## config.mk

```make
export PLATFORM = sky130hd
export DESIGN_NAME = timer_slot_expiry_engine_flat
export DESIGN_NICKNAME = d
export VERILOG_FILES = /design/src/rtl/core/tse_pkg.sv /design/src/rtl/core/tse_if.sv /design/src/rtl/core/tse_ram.sv /design/src/rtl/core/timer_slot_expiry_engine.sv /design/src/flat_wrapper.sv
export SDC_FILE = /design/constraint.sdc
export NUM_CORES = 2
export LEC_CHECK = 0
export BUFFER_PORTS_ARGS = -buffer_cell sky130_fd_sc_hd__buf_2
export CAP_MARGIN = 30
export CORE_UTILIZATION = 30
export CTS_CLUSTER_DIAMETER = 100
export CTS_CLUSTER_SIZE = 24
export DETAILED_ROUTE_END_ITERATION = 8
export PLACE_DENSITY_LB_ADDON = 0.15
export REMOVE_ABC_BUFFERS = 1
export SETUP_SLACK_MARGIN = 0.02
export SLEW_MARGIN = 25
export SYNTH_ARGS = -nofsm -noshare
export SYNTH_HDL_FRONTEND = slang
export SYNTH_SLANG_ARGS = --single-unit
```

## constraint.sdc

```tcl
create_clock -name clk -period 5.38 [get_ports clk]
set_clock_uncertainty 0.1 [all_clocks]
set_input_delay 1.076 -clock clk [delete_from_list [all_inputs] [get_ports clk]]
set_output_delay 1.076 -clock clk [all_outputs]
set_load 0.03 [all_outputs]
```

## src/rtl/core/tse_pkg.sv

```systemverilog
// package with shared types and constants of the timer slot expiry engine
`timescale 1ns / 1ps
package tse_pkg;
  localparam int unsigned SLOTS_DEF = 16;
  localparam int unsigned TIME_BITS_DEF = 32;
  localparam int unsigned MAX_RESULTS = 16;
  localparam int unsigned SLOT_W = 4;
  localparam int unsigned TV_W = 32;

  typedef enum logic [2:0] {
    OP_TICK = 3'd0,
    OP_ARM = 3'd1,
    OP_CANCEL = 3'd2,
    OP_MODIFY = 3'd3,
    OP_SET_PER = 3'd4,
    OP_CLR_PER = 3'd5,
    OP_QUERY = 3'd6,
    OP_NONE = 3'd7
  } opcode_t;

  typedef enum logic [1:0] {
    EV_EXPIRED = 2'd0,
    EV_DONE = 2'd1,
    EV_ALIVE = 2'd2,
    EV_ERR_ARMED = 2'd3
  } event_kind_t;

  typedef enum logic [2:0] {
    ST_IDLE,
    ST_OP_RD,
    ST_SCAN,
    ST_FIRE_RD,
    ST_FIRE_WR,
    ST_OUT
  } state_t;
endpackage

```

## src/rtl/core/tse_if.sv

```systemverilog
// valid/ready channel interfaces for requests and results
`timescale 1ns / 1ps
interface tse_in_if;
  logic valid;
  logic ready;
  logic [2:0] opcode;
  logic [3:0] slot;
  logic [31:0] timeout_value;
  modport source (output valid, opcode, slot, timeout_value, input ready);
  modport sink (input valid, opcode, slot, timeout_value, output ready);
endinterface

interface tse_out_if;
  logic valid;
  logic ready;
  logic [3:0] slot_out;
  logic [1:0] event_kind;
  logic alive;
  logic last;
  modport source (output valid, slot_out, event_kind, alive, last, input ready);
  modport sink (input valid, slot_out, event_kind, alive, last, output ready);
endinterface

```

## src/rtl/core/tse_ram.sv

```systemverilog
// generic single-port-write ram with registered read
`timescale 1ns / 1ps
module tse_ram #(
  parameter int unsigned WIDTH = 32,
  parameter int unsigned DEPTH = 16
) (
  input  logic                     clk,
  input  logic                     we,
  input  logic [$clog2(DEPTH)-1:0] waddr,
  input  logic [WIDTH-1:0]         wdata,
  input  logic [$clog2(DEPTH)-1:0] raddr,
  output logic [WIDTH-1:0]         rdata
);
  logic [WIDTH-1:0] mem [DEPTH];

  always_ff @(posedge clk) begin
    if (we) begin
      mem[waddr] <= wdata;
    end
    rdata <= mem[raddr];
  end
endmodule

```

## src/rtl/core/timer_slot_expiry_engine.sv

```systemverilog
// top level of the timer slot expiry engine
// usage:
//   in channel carries one request: opcode, slot and timeout_value.
//   out channel returns results: slot_out, event_kind, alive and last.
//   non-tick requests other than OP_NONE give one result, loaded into
//   the output register in ST_OP_RD once it is free; OP_NONE gives none.
//   the engine then returns to idle and can take the next request.
//   a tick scans all slots through the deadline memory, one slot
//   per cycle; each firing takes one further scan pass to pick the
//   earliest due slot, then a reload write for a periodic slot and a
//   result. each expiry result is held until the following pass ends,
//   so that last can be set on the final one.
//   deadlines and periods live in two rams; armed and periodic bits are
//   flops cleared at reset together with the time counter.
//   one request is worked at a time; in.ready is low while busy.
//   a result sits in an output register until taken, and the engine
//   waits while the receiver stalls.
//   slots at or beyond SLOTS answer done with alive low.
`timescale 1ns / 1ps
module timer_slot_expiry_engine #(
  parameter int unsigned SLOTS = tse_pkg::SLOTS_DEF,
  parameter int unsigned TIME_BITS = tse_pkg::TIME_BITS_DEF
) (
  input logic clk,
  input logic rst_n,
  tse_in_if.sink in_ch,
  tse_out_if.source out_ch
);
  import tse_pkg::*;

  localparam int unsigned AW = (SLOTS > 1) ? $clog2(SLOTS) : 1;
  localparam int unsigned CW = $clog2(SLOTS + 1);
  localparam int unsigned NW = $clog2(MAX_RESULTS + 1);

  state_t state_r, state_nxt;
  logic [TIME_BITS-1:0] now_r, now_nxt;
  logic [SLOTS-1:0] armed_r, armed_nxt, per_r, per_nxt, fired_r, fired_nxt;
  logic [2:0] op_r, op_nxt;
  logic [SLOT_W-1:0] slot_r, slot_nxt;
  logic [TIME_BITS-1:0] tv_r, tv_nxt;
  logic [CW-1:0] cnt_r, cnt_nxt;
  logic [AW-1:0] rd_idx_r, rd_idx_nxt;
  logic rd_vld_r, rd_vld_nxt;
  logic found_r, found_nxt;
  logic [AW-1:0] best_r, best_nxt;
  logic [TIME_BITS-1:0] best_age_r, best_age_nxt;
  logic [NW-1:0] nfire_r, nfire_nxt;
  logic ov_r, ov_nxt;
  logic [SLOT_W-1:0] os_r, os_nxt;
  logic [1:0] ok_r, ok_nxt;
  logic oa_r, oa_nxt, ol_r, ol_nxt;

  logic dl_we, rp_we;
  logic [AW-1:0] dl_waddr, ram_raddr;
  logic [TIME_BITS-1:0] dl_wdata, rp_wdata, dl_rdata, rp_rdata;

  tse_ram #(.WIDTH(TIME_BITS), .DEPTH(SLOTS)) u_dl (
    .clk(clk), .we(dl_we), .waddr(dl_waddr), .wdata(dl_wdata),
    .raddr(ram_raddr), .rdata(dl_rdata)
  );
  tse_ram #(.WIDTH(TIME_BITS), .DEPTH(SLOTS)) u_rp (
    .clk(clk), .we(rp_we), .waddr(dl_waddr), .wdata(rp_wdata),
    .raddr(ram_raddr), .rdata(rp_rdata)
  );

  logic slot_ok;
  logic [AW-1:0] sidx;
  logic [TIME_BITS-1:0] diff, age;
  logic due;

  assign in_ch.ready = (state_r == ST_IDLE);
  assign out_ch.valid = ov_r;
  assign out_ch.slot_out = os_r;
  assign out_ch.event_kind = ok_r;
  assign out_ch.alive = oa_r;
  assign out_ch.last = ol_r;

  assign slot_ok = ({{(32-SLOT_W){1'b0}}, slot_r} < 32'(SLOTS));
  assign sidx = AW'(slot_r);
  assign diff = dl_rdata - now_r;
  assign age = now_r - dl_rdata;
  assign due = armed_r[rd_idx_r] && !fired_r[rd_idx_r] &&
               ((diff == '0) || diff[TIME_BITS-1]);

  always_ff @(posedge clk) begin
    if (!rst_n) begin
      state_r <= ST_IDLE;
      now_r <= '0;
      armed_r <= '0;
      per_r <= '0;
      ov_r <= 1'b0;
    end else begin
      state_r <= state_nxt;
      now_r <= now_nxt;
      armed_r <= armed_nxt;
      per_r <= per_nxt;
      ov_r <= ov_nxt;
    end
    fired_r <= fired_nxt;
    op_r <= op_nxt;
    slot_r <= slot_nxt;
    tv_r <= tv_nxt;
    cnt_r <= cnt_nxt;
    rd_idx_r <= rd_idx_nxt;
    rd_vld_r <= rd_vld_nxt;
    found_r <= found_nxt;
    best_r <= best_nxt;
    best_age_r <= best_age_nxt;
    nfire_r <= nfire_nxt;
    os_r <= os_nxt;
    ok_r <= ok_nxt;
    oa_r <= oa_nxt;
    ol_r <= ol_nxt;
  end

  always_comb begin
    state_nxt = state_r;
    now_nxt = now_r;
    armed_nxt = armed_r;
    per_nxt = per_r;
    fired_nxt = fired_r;
    op_nxt = op_r;
    slot_nxt = slot_r;
    tv_nxt = tv_r;
    cnt_nxt = cnt_r;
    rd_idx_nxt = rd_idx_r;
    rd_vld_nxt = 1'b0;
    found_nxt = found_r;
    best_nxt = best_r;
    best_age_nxt = best_age_r;
    nfire_nxt = nfire_r;
    ov_nxt = ov_r;
    os_nxt = os_r;
    ok_nxt = ok_r;
    oa_nxt = oa_r;
    ol_nxt = ol_r;
    dl_we = 1'b0;
    rp_we = 1'b0;
    dl_waddr = sidx;
    dl_wdata = now_r + tv_r;
    rp_wdata = tv_r;
    ram_raddr = sidx;

    if (ov_r && out_ch.ready) begin
      ov_nxt = 1'b0;
    end

    unique case (state_r)
      ST_IDLE: begin
        if (in_ch.valid) begin
          op_nxt = in_ch.opcode;
          slot_nxt = in_ch.slot;
          tv_nxt = TIME_BITS'(in_ch.timeout_value);
          if (opcode_t'(in_ch.opcode) == OP_TICK) begin
            now_nxt = now_r + 1'b1;
            fired_nxt = '0;
            nfire_nxt = '0;
            cnt_nxt = '0;
            found_nxt = 1'b0;
            state_nxt = ST_SCAN;
          end else if (opcode_t'(in_ch.opcode) != OP_NONE) begin
            state_nxt = ST_OP_RD;
          end
        end
      end
      ST_OP_RD: begin
        if (!ov_r) begin
          os_nxt = slot_r;
          ok_nxt = EV_DONE;
          ol_nxt = 1'b1;
          oa_nxt = 1'b0;
          ov_nxt = 1'b1;
          state_nxt = ST_IDLE;
          if (slot_ok) begin
            case (opcode_t'(op_r))
              OP_ARM: begin
                if (armed_r[sidx]) begin
                  ok_nxt = EV_ERR_ARMED;
                end else begin
                  dl_we = 1'b1;
                  rp_we = 1'b1;
                  armed_nxt[sidx] = 1'b1;
                end
              end
              OP_CANCEL: armed_nxt[sidx] = 1'b0;
              OP_MODIFY: dl_we = 1'b1;
              OP_SET_PER: per_nxt[sidx] = 1'b1;
              OP_CLR_PER: per_nxt[sidx] = 1'b0;
              default: ok_nxt = EV_ALIVE;
            endcase
            oa_nxt = armed_nxt[sidx];
          end
        end
      end
      ST_SCAN: begin
        ram_raddr = AW'(cnt_r);
        if (cnt_r < CW'(SLOTS)) begin
          rd_vld_nxt = 1'b1;
          rd_idx_nxt = AW'(cnt_r);
          cnt_nxt = cnt_r + 1'b1;
        end
        if (rd_vld_r && due && (!found_r || age > best_age_r)) begin
          found_nxt = 1'b1;
          best_nxt = rd_idx_r;
          best_age_nxt = age;
        end
        if (cnt_r == CW'(SLOTS) && !rd_vld_r) begin
          // release the held expiry now that it is known whether more follow
          if (nfire_r != '0) begin
            ov_nxt = 1'b1;
          end
          if (found_r && nfire_r < NW'(MAX_RESULTS)) begin
            state_nxt = ST_FIRE_RD;
          end else begin
            state_nxt = ST_IDLE;
            if (nfire_r != '0) begin
              ol_nxt = 1'b1;
            end
          end
        end
      end
      ST_FIRE_RD: begin
        ram_raddr = best_r;
        state_nxt = ST_FIRE_WR;
      end
      ST_FIRE_WR: begin
        dl_waddr = best_r;
        dl_wdata = now_r + rp_rdata;
        dl_we = per_r[best_r];
        if (!per_r[best_r]) begin
          armed_nxt[best_r] = 1'b0;
        end
        fired_nxt[best_r] = 1'b1;
        nfire_nxt = nfire_r + 1'b1;
        state_nxt = ST_OUT;
      end
      ST_OUT: begin
        if (!ov_r) begin
          // hold the expiry in the output register until the next pass ends
          os_nxt = SLOT_W'(best_r);
          ok_nxt = EV_EXPIRED;
          oa_nxt = armed_r[best_r];
          ol_nxt = 1'b0;
          cnt_nxt = '0;
          found_nxt = 1'b0;
          state_nxt = ST_SCAN;
        end
      end
      default: state_nxt = ST_IDLE;
    endcase
  end
endmodule
```

## src/flat_wrapper.sv

```systemverilog
// flat-port wrapper written by rule: the top's interface ports become plain ports
module timer_slot_expiry_engine_flat import tse_pkg::*;
#(
  parameter int unsigned SLOTS = tse_pkg::SLOTS_DEF,
  parameter int unsigned TIME_BITS = tse_pkg::TIME_BITS_DEF
)
  (clk, rst_n, in_ch_valid, in_ch_opcode, in_ch_slot, in_ch_timeout_value, in_ch_ready, out_ch_valid, out_ch_slot_out, out_ch_event_kind, out_ch_alive, out_ch_last, out_ch_ready);
  tse_in_if in_ch_i ();
  tse_out_if out_ch_i ();
  input logic clk;
  input logic rst_n;
  input wire logic [$bits(in_ch_i.valid)-1:0] in_ch_valid;
  input wire logic [$bits(in_ch_i.opcode)-1:0] in_ch_opcode;
  input wire logic [$bits(in_ch_i.slot)-1:0] in_ch_slot;
  input wire logic [$bits(in_ch_i.timeout_value)-1:0] in_ch_timeout_value;
  output wire logic [$bits(in_ch_i.ready)-1:0] in_ch_ready;
  output wire logic [$bits(out_ch_i.valid)-1:0] out_ch_valid;
  output wire logic [$bits(out_ch_i.slot_out)-1:0] out_ch_slot_out;
  output wire logic [$bits(out_ch_i.event_kind)-1:0] out_ch_event_kind;
  output wire logic [$bits(out_ch_i.alive)-1:0] out_ch_alive;
  output wire logic [$bits(out_ch_i.last)-1:0] out_ch_last;
  input wire logic [$bits(out_ch_i.ready)-1:0] out_ch_ready;
  assign in_ch_i.valid = in_ch_valid;
  assign in_ch_i.opcode = in_ch_opcode;
  assign in_ch_i.slot = in_ch_slot;
  assign in_ch_i.timeout_value = in_ch_timeout_value;
  assign in_ch_ready = in_ch_i.ready;
  assign out_ch_valid = out_ch_i.valid;
  assign out_ch_slot_out = out_ch_i.slot_out;
  assign out_ch_event_kind = out_ch_i.event_kind;
  assign out_ch_alive = out_ch_i.alive;
  assign out_ch_last = out_ch_i.last;
  assign out_ch_i.ready = out_ch_ready;
  timer_slot_expiry_engine #(.SLOTS(SLOTS), .TIME_BITS(TIME_BITS)) u_core (.clk(clk), .rst_n(rst_n), .in_ch(in_ch_i), .out_ch(out_ch_i));
endmodule
```

-- Word level (Yosys, flattened, before mapping)
Memory sizes are Yosys's and may differ from the RTL's. A register that Yosys moved wholly into a read port is not among the register bits.
Index checks and enable logic that the tools add are counted.
- memory bits (read-only): 0
- memories kept: 2
- RAM bits: 1024
- register bits: 183
- bits in latches: 0
- input port bits: 43
- output and inout port bits: 10
- memory list (name ; depth ; bits a word ; rd ports ; clocked after memory_dff ; write ports ; line ; text):
    u_core.u_dl.mem ; 16 ; 32 ; 1 ; 1 ; 1 ; tse_ram.sv:14 ; logic [WIDTH-1:0] mem [DEPTH];
    u_core.u_rp.mem ; 16 ; 32 ; 1 ; 1 ; 1 ; tse_ram.sv:14 ;
- bitwise gates (word level): 9
- divide/modulo/power cells: 0
- $mul: 0
- $lt $le $gt $ge: 8
- reductions and logical operators: 37
- equal/unequal tests: 23
- shift operators: 0
- mux-type cells: 82
- add/subtract/negate cells: 7
- operator list (cell ; count):
    16-bit case mux with 2 select lines ; 4
    16-bit 2-to-1 mux ; 7
    32-bit adder ; 2
    32-bit subtractor ; 2
    16-bit AND ; 3
    16-bit bitwise OR ; 3
    32-bit by 1-bit adder with 32-bit output, second input constant ; 1
    32-bit > comparator ; 1
    32-bit zero test ; 1
    1-bit 2-to-1 mux ; 32
    32-bit 2-to-1 mux ; 1
    16-bit inverter ; 2
    1-bit binary-select mux with 4-bit select ; 6
    5-bit 2-to-1 mux ; 4
    3-bit 2-to-1 mux ; 6
    3-bit case mux with 6 select lines ; 1
    4-bit case mux with 2 select lines ; 2
    4-bit by 5-bit less-than comparator with 1-bit output, second input constant ; 3
    5-bit case mux with 3 select lines ; 1
    3-bit AND reduction ; 5
    5-bit AND reduction ; 3
    3-bit by 2-bit == test with 1-bit output, second input constant ; 4
    3-bit == test, second input constant ; 4
    4-bit 2-to-1 mux ; 3
    26 further kinds ; 65

-- Depth between registers and ports, before layout
- word-level depth: 13
- depth in mapped cells: 27
- mapped depth without buffers: 27

-- Hierarchy
From an unflattened synthesis, not the netlist that was laid out.
- cell total of the unflattened synthesis: 3375
- area, all modules: 54149.4 µm²
- by module, submodules not included (module ; cells an instance ; area each (µm²) ; times used):
    tse_ram (u_core.u_dl) ; 838 ; 19854.0 ; 1
    tse_ram (u_core.u_rp) ; 838 ; 19835.3 ; 1
    timer_slot_expiry_engine ; 1699 ; 14460.1 ; 1

-- Least setup slack after synthesis
OpenSTA, ideal clock, no wires.
- path kind: reg2reg
- start: reg u_core.now_r[0]
- end: reg u_core.found_r, enable pin
- stages on the path, launching flop included: 28
- data arrival time: 5457 ps
- slack: -472 ps
- buffers on the path: 0
- cells stage by stage: dfxtp_1 > inv_1 > ha_1 > inv_1 > fa_1 > a21o_1 > a21oi_1 > o21ai_1 > a31o_1 > nand2_1 > a21oi_1 > nor2_1 > o21ai_1 > a21o_1 > a21oi_1 > xnor2_1 > ha_1 > nand2_1 > nor4_1 > o21ai_0 > o21ai_0 > and3_1 > nor4b_1 > a21oi_1 > nand4_1 > or4_1 > a21oi_2 > or3_1
- elaborated cells on any way between the ends: 11
- those cells by class: 2 x add/sub; 1 x order compare; 1 x eq/ne; 7 x reduce/logical
- RTL lines (what ; line ; text):
    start: declaration ; timer_slot_expiry_engine.sv:36 ; logic [TIME_BITS-1:0] now_r, now_nxt;
    start signal: assignment ; timer_slot_expiry_engine.sv:94 ; now_r <= now_nxt;
    32-bit subtractor ; timer_slot_expiry_engine.sv:81 ; assign age = now_r - dl_rdata;
    named net u_core.age[16] ; timer_slot_expiry_engine.sv:68 ; logic [TIME_BITS-1:0] diff, age;
    32-bit > comparator ; timer_slot_expiry_engine.sv:202 ; if (rd_vld_r && due && (!found_r || age > best_age_r)) begin
    1-bit logical OR ; timer_slot_expiry_engine.sv:202 ;
    1-bit logical AND ; timer_slot_expiry_engine.sv:202 ;
    2-bit by 1-bit inequality test with 1-bit output (no source line) ; - ;
    5-bit AND reduction (no source line) ; - ;
    end signal: assignment ; timer_slot_expiry_engine.sv:106 ; found_r <= found_nxt;
    end: declaration ; timer_slot_expiry_engine.sv:44 ; logic found_r, found_nxt;
The timed path passes the listed nets, and every way through them passes these cells.
A chain may end at the register's enable or synchronous reset.

-- Final worst setup path
- start: reg u_core.now_r[0]
- end: reg u_core.best_age_r[31], enable pin
- elaborated cells on any way between the ends: 10
- those cells by class: 2 x add/sub; 1 x order compare; 7 x reduce/logical
- RTL lines (what ; line ; text):
    32-bit subtractor ; timer_slot_expiry_engine.sv:81 ;
    named net u_core.age[30] ; timer_slot_expiry_engine.sv:68 ;
    32-bit > comparator ; timer_slot_expiry_engine.sv:202 ;
    1-bit logical OR ; timer_slot_expiry_engine.sv:202 ;
    1-bit logical AND ; timer_slot_expiry_engine.sv:202 ;
    2-bit AND reduction (no source line) ; - ;
    end signal: assignment ; timer_slot_expiry_engine.sv:108 ; best_age_r <= best_age_nxt;
    end: declaration ; timer_slot_expiry_engine.sv:46 ; logic [TIME_BITS-1:0] best_age_r, best_age_nxt;
The timed path passes the listed nets, and every way through them passes these cells.

==> flow_metrics.py <==
metrics = {
    "synthesis": {
        "synth-seq-cells": 1271,
        "synth_cell_types": 84,
        "syn_avg_cell_area_sq_um": 15.8,
        "yosysTopAreaCellShare": 0.626,
        "synthCells": 3458,
        "ys.flop_type": "edfxtp_1",
        "syn_area_sq_mm": 0.0546,
        "synth_edf_count": 1138,
        "ys_warn_count": 0,
        "synthTopCellsByArea": "edfxtp_1 63%, mux4_2 11%, dfxtp_1 4.9%, ha_1 3.0%, a21oi_1 2.0%",
        "yosysSeqAreaShare": 0.674,
        "synthArstFlopShare": 0,
        "synth_top_area_cell": "edfxtp_1",
    },
    "placed_design": {
        "post-place-ws_ps": -171,
        "place.gp.congestion": 0.820,
        "place_inst": 5978,
        "port_buffers": 52,
        "dp_hpwl_microns": 94000,
    },
    "critical_path": {
        "crit_required_ps": 5740,
        "reg2reg_from": "u_core.now_r[0]",
        "crit_path_start_kind": "flip-flop",
        "critPathKind": "flip-flop to flip-flop",
        "reg2reg_to": "u_core.best_age_r[31]",
        "end_kind": "flip-flop",
        "timing.reg2reg.setup_slack_ps": 40,
        "worstRegToRegCells": 27,
        "crit_fanout": 3,
        "crit_arrival_ps": 5700,
    },
    "clock_tree": {
        "cts_hold_buf": 0,
        "clk_pin_slew_ps": 100,
        "cts_tree": "done",
        "cts_buffers": 61,
        "root_buffer": "clkbuf_16",
        "clock_latency_ps": 740,
        "cts_buffer_depth": 3,
        "ctsHtreeMaxLevel": 2,
        "cts.sinks": 1271,
    },
    "timing": {
        "tightestPinTransition_ps": 908,
        "slew_headroom": 0.395,
        "setup_violations": 0,
        "setup_ws_ps": 43.1,
        "hold_violations": 0,
        "fin_crit_sh": 0.992,
        "rsz0062_at_grt": "yes",
        "min_period_ps": 5340,
        "fmax_mhz": 187,
        "worst_hold_slack_ps": 399,
        "report.final.slew_viol_count": 0,
    },
    "cells_and_area": {
        "final_nets": 3862,
        "multi_input_area_sq_mm": 0.0171,
        "antennaDiodeCount": 0,
        "syn_to_final_growth_pct": 14.3,
        "fin_cells": 6108,
        "final_layout_size_suffix_gt1_frac": 0.214,
        "regArea_sq_mm": 0.0368,
        "fillers": 17400,
    },
    "hold_path": {
        "worst_hold_path_type": "flip-flop to flip-flop",
        "whs_path_depth": 2,
    },
    "detailed_routing": {
        "met3WireLength_microns": 4180,
        "vias_per_cell": 4.96,
        "wirelength_microns": 151000,
        "wl_met2_microns": 72600,
        "wl_per_cell_microns": 24.8,
        "drt_iter0_drc": 2268,
        "postRouteAntennaNets": 0,
        "wl_met1_microns": 72000,
        "dr_total_vias": 30300,
        "drc": 0,
        "dr.pass1.iters": 7,
        "top_layer": "met5",
    },
    "global_route": {
        "antenna_found_initial": 3,
        "grt_pass1_vias": 30700,
        "grt_pass1_wl_microns": 220000,
        "grt_max_degree": 85,
        "globalRouteTotalUtil": 0.162,
        "grt_overflow_total": 0,
    },
    "job": {
        "maxCapViolCount": 0,
    },
    "die": {
        "die_w_microns": 429,
        "num_rows": 156,
        "fp.dieH_microns": 429,
        "initial_core_util": 0.302,
        "io_pins": 53,
        "core-area_sq_mm": 0.181,
        "die_area_sq_mm": 0.184,
    },
    "outcome": {
        "status": "completed",
    },
    "power_and_ir_drop": {
        "ir_drop_mv": 0.281,
        "cellLeakagePower_nw": 20.8,
        "power_density_mw_per_mm2": 318,
    },
}
[worst max-delay path: stages (launching register included)]
cell	delay [ps]
dfxtp_2	340
inv_2	60
ha_4	130
inv_2	40
fa_2	380
a21o_1	200
a21oi_2	190
o21ai_2	90
nand2_1	110
o311a_1	220
a21oi_2	100
a21o_1	200
a21oi_2	170
o21ai_2	90
a221oi_2	290
xnor2_1	140
ha_1	310
nand4_1	100
nor2_2	170
and4_1	210
o211ai_1	110
a21oi_2	190
nand4_1	100
or4_4	520
a21oi_4	170
buf_4	140
buf_4	100
buf_4	110
[power by group]
part	total [W]	switching, W	internal, W
Clock	0.00544	0.00322	0.00223
Sequential	0.0112	0.000171	0.0110
Combinational	0.00318	0.00187	0.00131
[cell families after synthesis]
logic type	count (synthesis)	synth area share
flip-flops	1271	0.674
AND/OR/NAND/NOR	698	0.0610
AO/OA/AOI/OAI	578	0.0656
multiplexers	356	0.128
buffers and inverters	311	0.0226
adder cells (fa/ha/maj)	133	0.0307
XOR/XNOR	111	0.0178
[stage by stage]
step                TNS [ps]  total power (W)   util  instance area, sq um
finish                     0           0.0198  0.345                 62400
floorplan           -1384320           0.0141      -                 53900
global placement       -3480           0.0146  0.332                 60100
global route           -9020           0.0207  0.345                 62400
detailed placement     -5850           0.0146  0.333                 60200
CTS                        0           0.0201  0.344                 62100
[cell usage after synthesis (7+ instances only)]
cell,count
clkbuf_1,110
ha_1,131
a21oi_1,215
xnor2_1,87
xor2_1,24
mux2_2,7
mux2i_1,76
o21ai_1,39
nand2b_1,20
or3_1,11
buf_2,31
a22oi_1,16
mux4_2,272
nand4_1,29
nor2_1,212
a31oi_1,22
and2_1,13
nand3b_1,8
nand2_1,197
dfxtp_1,133
o21ai_0,79
nor4_1,13
a21o_1,35
nand3_1,36
inv_1,137
nor3_1,37
edfxtp_1,1138
o21a_1,10
a211oi_1,80
buf_1,21
o21bai_1,16
nor2b_1,81
and3_1,12
[sequential cells by signal, indices dropped and copies added (netlist names), 2 cells and up, named ones only]
register and cells:
u_core.u_dl.mem 512, u_core.u_rp.mem 512, u_core.best_age_r 32, u_core.now_r 32, u_core.rp_wdata 32, u_core.u_dl.rdata 32, u_core.u_rp.rdata 32, u_core.armed_r 16
u_core.fired_r 16, u_core.cnt_r 5, u_core.nfire_r 5, u_core.best_r 4, u_core.out_ch.slot_out 4, u_core.rd_idx_r 4, u_core.sidx 4, u_core.op_r 3
u_core.state_r 3, u_core.out_ch.event_kind 2
[final cells by class]
cell class	instances	share of cell area
Inverter	143	0.00860
Clock buffer	106	0.0277
Clock inverter	9	0.00166
Multi-Input combinational cell	1876	0.275
Tap cell	2370	0.0475
Timing Repair Buffer	333	0.0498
Sequential cell	1271	0.590
[placed cells by master (no fill, tap or decap), drive strengths merged, types with 5 or more instances in the layout]
master,Yosys,layout
ha,131,131
edfxtp,1138,1138
clkinv,0,5
o31ai,6,6
xnor2,87,87
a21oi,217,217
a22oi,16,16
mux4,272,272
nor2,213,213
a211oi,82,82
or3,12,12
a21o,35,35
nand3b,8,8
nand2b,20,20
a31oi,22,22
o21bai,16,16
nor2b,81,81
o22ai,5,5
nor3,37,37
dfxtp,133,133
nand4,29,29
nand2,198,198
nor4,15,15
mux2,8,8
nand3,36,36
inv,143,146
mux2i,76,76
nor3b,7,7
buf,58,330
o21a,10,10
clkbuf,110,109
and2,14,14
o21ai,119,119
and3,12,12
xor2,24,24
[worst max path at each step]
| stage | start | end | slack, ps | depth (start not counted) |
|---|---|---|---|---|
| detailed placement | u_core.now_r[0] | u_core.best_age_r[3] | -170 | 25 |
| floorplan | u_core.best_r[0] | u_core.u_dl.rdata[0] | -19870 | 7 |
| finish | u_core.now_r[0] | u_core.best_age_r[31] | 40 | 27 |
| global route | u_core.now_r[0] | u_core.best_age_r[3] | -270 | 29 |
| global placement | u_core.now_r[0] | u_core.best_age_r[3] | -110 | 27 |
| CTS | u_core.now_r[0] | u_core.best_age_r[3] | 70 | 29 |
[what timing repair did]
item,CTS,global route
resized for setup,16,35
setup endpoints to repair,37,53
pin swaps,6,35
buffers inserted,5,5
cloned,1,2
[layer usage]
metal,vias up,global-route usage
li1,13800,-
met4,2,0.0292
met5,-,0
met3,108,0.0146
met1,15900,0.233
met2,437,0.269
No activity file was read; power rests on OpenSTA's default activity.
